`config.mk`:
```
export PLATFORM = sky130hd
export DESIGN_NAME = aes_ram
export DESIGN_NICKNAME = d
export VERILOG_FILES = /design/src/sv/aes_ram.sv
export SDC_FILE = /design/constraint.sdc
export NUM_CORES = 1
export LEC_CHECK = 0
export BUFFER_PORTS_ARGS = -buffer_cell sky130_fd_sc_hd__buf_2
export CAP_MARGIN = 0
export CORE_MARGIN = 4
export CORE_UTILIZATION = 38
export CTS_CLUSTER_DIAMETER = 60
export CTS_CLUSTER_SIZE = 16
export DETAILED_ROUTE_END_ITERATION = 12
export HOLD_SLACK_MARGIN = 0.1
export PLACE_DENSITY_LB_ADDON = 0.2
export SYNTH_ARGS = -nofsm -noshare
export SYNTH_HDL_FRONTEND = slang
export SYNTH_SLANG_ARGS = --single-unit
```
`constraint.sdc`:
```
create_clock -name clk_i -period 7 [get_ports clk_i]
set_input_delay 1.75 -clock clk_i [delete_from_list [all_inputs] [get_ports clk_i]]
set_output_delay 1.75 -clock clk_i [all_outputs]
set_load 0.005 [all_outputs]
```
`src/sv/aes_ram.sv`:
```
module aes_ram #(
  parameter int unsigned Width = 64,
  parameter int unsigned Depth = 16
) (
  input  logic                     clk_i,
  input  logic                     we_i,
  input  logic [$clog2(Depth)-1:0] waddr_i,
  input  logic [Width-1:0]         wdata_i,
  input  logic [$clog2(Depth)-1:0] raddr_i,
  output logic [Width-1:0]         rdata_o
);
  logic [Width-1:0] mem [Depth];

  always_ff @(posedge clk_i) begin
    if (we_i) begin
      mem[waddr_i] <= wdata_i;
    end
    rdata_o <= mem[raddr_i];
  end
endmodule

```
* Word level (Yosys, flattened, before mapping)
Memory sizes are Yosys's and may differ from the RTL's. A register that Yosys moved wholly into a read port is not among the register bits. Index checks and enable logic that the tools add are counted.
Storage, ports and cells: register bits 0, RAM bits 1024, bits of input ports 74, output and inout bits 64, word-level logic and storage cells 3, memories 1
Cells by class: mux-type cells 2
Memories:
- mem | words 16, width 64, rd ports 1, clocked after Yosys merged registers in 1, write ports 1, line 12 | logic [Width-1:0] mem [Depth];
Operators with widths (count):
- $mux 1 | 2

* Longest topological paths before layout
Gate-level depths: netlist (run 1).
depth in word-level cells 2, depth in mapped cells 6, gate-level depth less buffers 3

* Worst setup path after synthesis (run 1)
No wires, ideal clock.
path type input port to flip-flop, start input waddr_i[2], end memory mem[0][0] (enable), setup time 0.565 ns, arrival time 6.613 ns, required time 6.435 ns, setup slack -0.179 ns, stages 2, buffers on the path 0, path through or3b_2 > nor3_1
RTL lines:
- start, declared | line 7 | input logic [$clog2(Depth)-1:0] waddr_i,
- end, declared | line 12
Straight into the memory's write port.

==> results.ini, run 1 <==
[run_status]
status=completed

[sta]
drv_slew=0
skew_ns=0.01624
slew_headroom=0.3184
finalCritPeriodShare=0.4948
grt_setup_unrepaired=no
setup_tns_ns=0
period_minus_slack_ns=3.464
finalSetupViolCount=0
clock.fmax_mhz=288.7
tightest_slew_ns=1.022
fin_ws_ns=3.536
finalHoldViolations=0

[grt]
gr-total-overflow=0
grt_pass1_wl_mm=130.7
grt_pass1_vias=18940
grt_max_degree=103
antenna_found_initial=14
track_usage=0.1639

[route]
post-route-drc-count=0
drt_iter0_drc=1446
dr.pass1.iters=5
drtAntennaViolNets=0
vias=17700
wl_mm=88.89
post_drt_wl_per_cell_um=26.95
viasPerCell=5.367

[power_and_ir_drop]
peakVddDrop_mv=0.1639
power_density_mw_per_mm2=291.8
p_leak_nw=14.30

[cells_and_area]
area_delta_synth_final_pct=14.38
nNetsFinal=1911
drive_above_1_share=0.3152
design_area_mm2=0.04527
final_cells=3298

[clocking]
cts_hold_buf=0
clock-sinks=1088
htree_num_levels=3
cts_tree=built
cts_setup_buffers=0
clock_path_buffers=3
ctsResizeCount=0
numCtsBuffers=94
cts_root_buf=clkbuf_16
clk_pin_slew_ns=0.07
clkLatencyLatePin_ns=0.65

[floorplanning]
die_h_um=330.7
rows=118
die_w_um=330.7
die-area_mm2=0.1094
start_util=0.3824
fp.coreArea_mm2=0.1035
io_pins=138

[placement]
dp_worst_setup_slack_ns=2.857
placed_cells_incl_taps=3121
port_buffers=137
post-dp-hpwl_mm=44.50
place_area_mm2=0.04214
place.gp.congestion=0.6795

[run]
cap_viol_max_count=0

[synth]
avgSynthCellArea_um2=24.03
syn_area_mm2=0.03958
ys_warn_count=0
syn_nets=1721
synth_top_area_share=0.7769
syn_inst=1647
synth.yosys.seq_area_share=0.8092
synth_seq_cells=1088
synth.area.top_cells=edfxtp_1 78%, mux4_2 15%, dfxtp_1 3.2%
ys_types=18
synth.largest_area_cell=edfxtp_1

[critical_path]
cp_slowest_cell=buf_4
crit_path_cell_trace=buf_8, buf_4, mux4_2, a22oi_1, nand2_1
slowest_delay_ns=0.74
endpoint_kind=flip-flop
worstPathArrival_ns=3.99
cp.required_ns=7.52
crit_type=in2reg
start_kind=input port
path_max_fanout=102
path_buf_inv=2
crit_family=buffers and inverters

[worst_hold_path]
hold_path.class=reg2reg

Yosys cell counts, drive strengths merged:
cell type	count
dfxtp	64
or3b	1
nand3	1
and2	1
clkbuf	36
nand3b	2
buf	48
nand2b	2
mux4	256
nor2	13
nor3	4
nor2b	2
nand2	65
edfxtp	1024
a22oi	128
cells by family after synthesis:
group,share of synthesized area
multiplexers,0.1457
AND/OR/NAND/NOR,0.009420
buffers and inverters,0.01141
flip-flops,0.8092
AO/OA/AOI/OAI,0.02428
final cells by class:
class / count / area (µm²)
Fill cell: 8773 / 58220
Sequential cell: 1088 / 32030
Timing Repair Buffer: 178 / 1139
Clock inverter: 50 / 594.3
Clock buffer: 122 / 2529
Antenna cell: 5 / 12.51
Tap cell: 1380 / 1727
Multi-Input combinational cell: 475 / 7241
cell usage in the layout (no fill, tap or decap):
cell and n:
nor2_4 13, buf_2 135, nand3_1 1, a22oi_1 128, nand2_1 65, nor3_2 3, buf_12 10, inv_6 10
bufinv_16 6, nand3b_1 2, diode_2 5, mux4_2 256, clkbuf_8 5, clkinv_1 2, clkbuf_1 22, buf_4 31
nor3_4 1, clkinv_4 9, nand2b_1 2, clkbuf_16 95, clkinv_8 4, dfxtp_1 64, or3b_2 1, nor2b_4 2
clkinv_2 5, and2_4 1, inv_8 3, buf_8 2, inv_12 1, inv_16 2, edfxtp_1 1024, clkinvlp_4 8
sequential cells by signal, indices dropped and copies added, names as in the netlist:
signal	count
mem	1024
rdata_o	64
layer usage:
layer / vias up / routed length [µm] / global-route usage
li1: 7444 / - / -
met1: 9699 / 38660 / 0.2325
met2: 451 / 43780 / 0.2669
met3: 97 / 5104 / 0.03178
met4: 8 / 1285 / 0.03393
met5: - / 58 / 0
worst reg2reg max path: cells and delay by family, from the launching register on:
| kind | cells | cell delay (ns) |
|---|---|---|
| compound gates | 1 | 0.20 |
| simple gates | 1 | 0.15 |
| flops | 1 | 0.40 |
| mux | 1 | 0.49 |
power breakdown:
group,internal [W],switching (W)
Combinational,0.000253,0.000364
Sequential,0.00728,0.0000512
Clock,0.00285,0.00242
worst paths after layout:
check	startpoint	endpoint	slack, ns	depth (start not counted)
worst min-delay path	mem[14][59]	rdata_o[59]	0.66	3
worst max-delay path	raddr_i[1]	rdata_o[45]	3.54	5
worst max register to register	mem[10][36]	rdata_o[36]	5.60	3
worst min register to register	mem[14][59]	rdata_o[59]	0.66	3
stage by stage:
| step | power (W) | hold WS (ns) | utilization |
|---|---|---|---|
| floorplan | 0.007809 | 0.6349 | - |
| global placement | 0.008091 | 0.6505 | 0.4071 |
| detailed placement | 0.008109 | 0.6534 | 0.4071 |
| CTS | 0.01337 | 0.6683 | 0.4373 |
| global route | 0.01370 | 0.6987 | 0.4373 |
| finish | 0.01321 | 0.6589 | 0.4374 |
Note: power is estimated with default switching activity, not from simulation.
==> inputs of run 2 (changes only) <==
Clock period 7 ns to 2.9 ns, I/O delays scaled along.
==> run 2 against run 1 <==
  * First-iteration DRC count rose by 21%
  * Non-clock buffer count up 45
  * Sequential share of layout area down 0.99 points
  * Critical endpoint is now rdata_o[15]
==> results.ini, run 2 (same netlist as run 1, synthesis figures left out) <==
[run_status]
status=completed

[grt]
antenna_found_initial=17
grt_max_degree=65
grt-busiest-layer=met2
track_usage=0.1725
grt_pass1_vias=19160
met2_usage=0.2724
grt_pass1_wl_mm=135.8
use_met1=0.2544
use_met3=0.03160
gr-total-overflow=0

[critical_path]
cp_slowest_cell=dfxtp_1
r2r-start=mem[11][62]
crit_type=reg2out
path_max_fanout=1
worstSetupEndpoint=rdata_o[15]
crit_family=flip-flops
path_buf_inv=1
crit_cells=1
start_kind=flip-flop
slowest_delay_ns=0.49
endpoint_kind=output port
crit_start=rdata_o[15]
r2r_end=rdata_o[62]
crit_path_cell_trace=buf_2
r2r_setup_slack_ns=1.53
reg2regPathDepth=3
worstPathArrival_ns=1.32
cp.required_ns=2.17

[cells_and_area]
n_fill_cell=8624
fin_util=0.4437
largest_registers=mem x1024, rdata_o x64
drive_above_1_share=0.3217
nNetsFinal=1950
area_delta_synth_final_pct=16.00
final_common_cell=edfxtp_1
regMostFlops=mem
layout_common_cells=1024 x edfxtp_1, 256 x mux4_2, 135 x buf_2
largest_reg_flops=1024

[clocking]
clock-sinks=1088
cts_root_buf=clkbuf_16
ctsResizeCount=0
clock_path_buffers=3
cts_hold_buf=0
cts_tree=built
htree_num_levels=3
clk_pin_slew_ns=0.07
numCtsBuffers=88
cts_setup_buffers=0
clkLatencyLatePin_ns=0.65

[sta]
drv_slew=0
finalSetupViolCount=0
grt_setup_unrepaired=no
period_minus_slack_ns=2.043
finalHoldViolations=0
clock.fmax_mhz=489.4
whs_ns=0.4369
skew_ns=0.03322
tightest_slew_ns=0.6000
slew_headroom=0.6000
finalCritPeriodShare=0.7046

[placement]
post-dp-hpwl_mm=50.19
place.gp.congestion=0.7023
port_buffers=137

[route]
vias=18050
post-route-drc-count=0
drtAntennaViolNets=0
drt_iter0_drc=1751
dr.pass1.iters=5
wl_mm=93.48
viasPerCell=5.412
post_drt_wl_per_cell_um=28.03

[worst_hold_path]
hold_path.class=in2reg

[floorplanning]
io_pins=138
die_h_um=330.7
fp.coreArea_mm2=0.1035
start_util=0.3824
rows=118
die-area_mm2=0.1094
die_w_um=330.7

[power_and_ir_drop]
power_density_mw_per_mm2=675.0
p_leak_nw=14.53
peakVddDrop_mv=0.4099
p_total_w=0.03099

[run]
cap_viol_max_count=0

[run 2: cell count changes in the layout (fill, tap and decap cells not counted), moves of 4 or more]
| cell | before | now |
|---|---|---|
| clkbuf_1 | 22 | 31 |
| buf_4 | 31 | 27 |
| clkinv_4 | 9 | 5 |
| buf_12 | 10 | 59 |
| diode_2 | 5 | 9 |
| clkbuf_16 | 95 | 90 |
[run 2: where the power goes]
part	internal, W	leakage, nW	total [W]	switching (W)
clock	0.00616	1.33	0.0117	0.00555
sequential	0.0176	9.79	0.0177	0.000133
combinational	0.000683	3.42	0.00159	0.000908
[run 2: metrics by stage]
| stage | std cells | setup slack (ns) | instance area [µm²] | setup TNS (ns) |
|---|---|---|---|---|
| 6_report | 3335 | 0.8566 | 45920 | 0 |
| 5_1_grt | 3326 | 0.8013 | 45890 | 0 |
| 4_1_cts | 3326 | 0.8182 | 45890 | 0 |
| 3_5_place_dp | 3166 | 0.3875 | 43110 | 0 |
| 3_3_place_gp | 3166 | 0.3847 | 43110 | 0 |
| 2_1_floorplan | 1647 | -0.3562 | 39710 | -118.89 |
[run 2: cell type report]
type	instances	area [µm²]	area share
flip-flops and latches	1088	32030	0.6976
multi-input cells	475	7267	0.1583
clock inverters	37	384.1	0.008366
well taps	1380	1727	0.03760
repair buffers	223	2090	0.04551
clock buffers	123	2396	0.05218
diodes	9	22.52	0.0004905
[run 2: how the worst min path moves through the flow]
stage	startpoint	to	slack, ns	depth (start not counted)
floorplan	mem[14][0]	rdata_o[0]	0.63	3
global placement	mem[15][2]	rdata_o[2]	0.66	3
detailed placement	mem[14][34]	rdata_o[34]	0.66	3
CTS	wdata_i[34]	mem[12][34]	0.39	1
global route	wdata_i[30]	mem[0][30]	0.41	1
finish	wdata_i[26]	mem[13][26]	0.44	1
[run 2: per-layer routing]
layer | part of all wire | wire length, µm
met5 | 0.00029 | 27
met4 | 0.015 | 1363
met3 | 0.054 | 5093
met2 | 0.48 | 44610
met1 | 0.45 | 42380
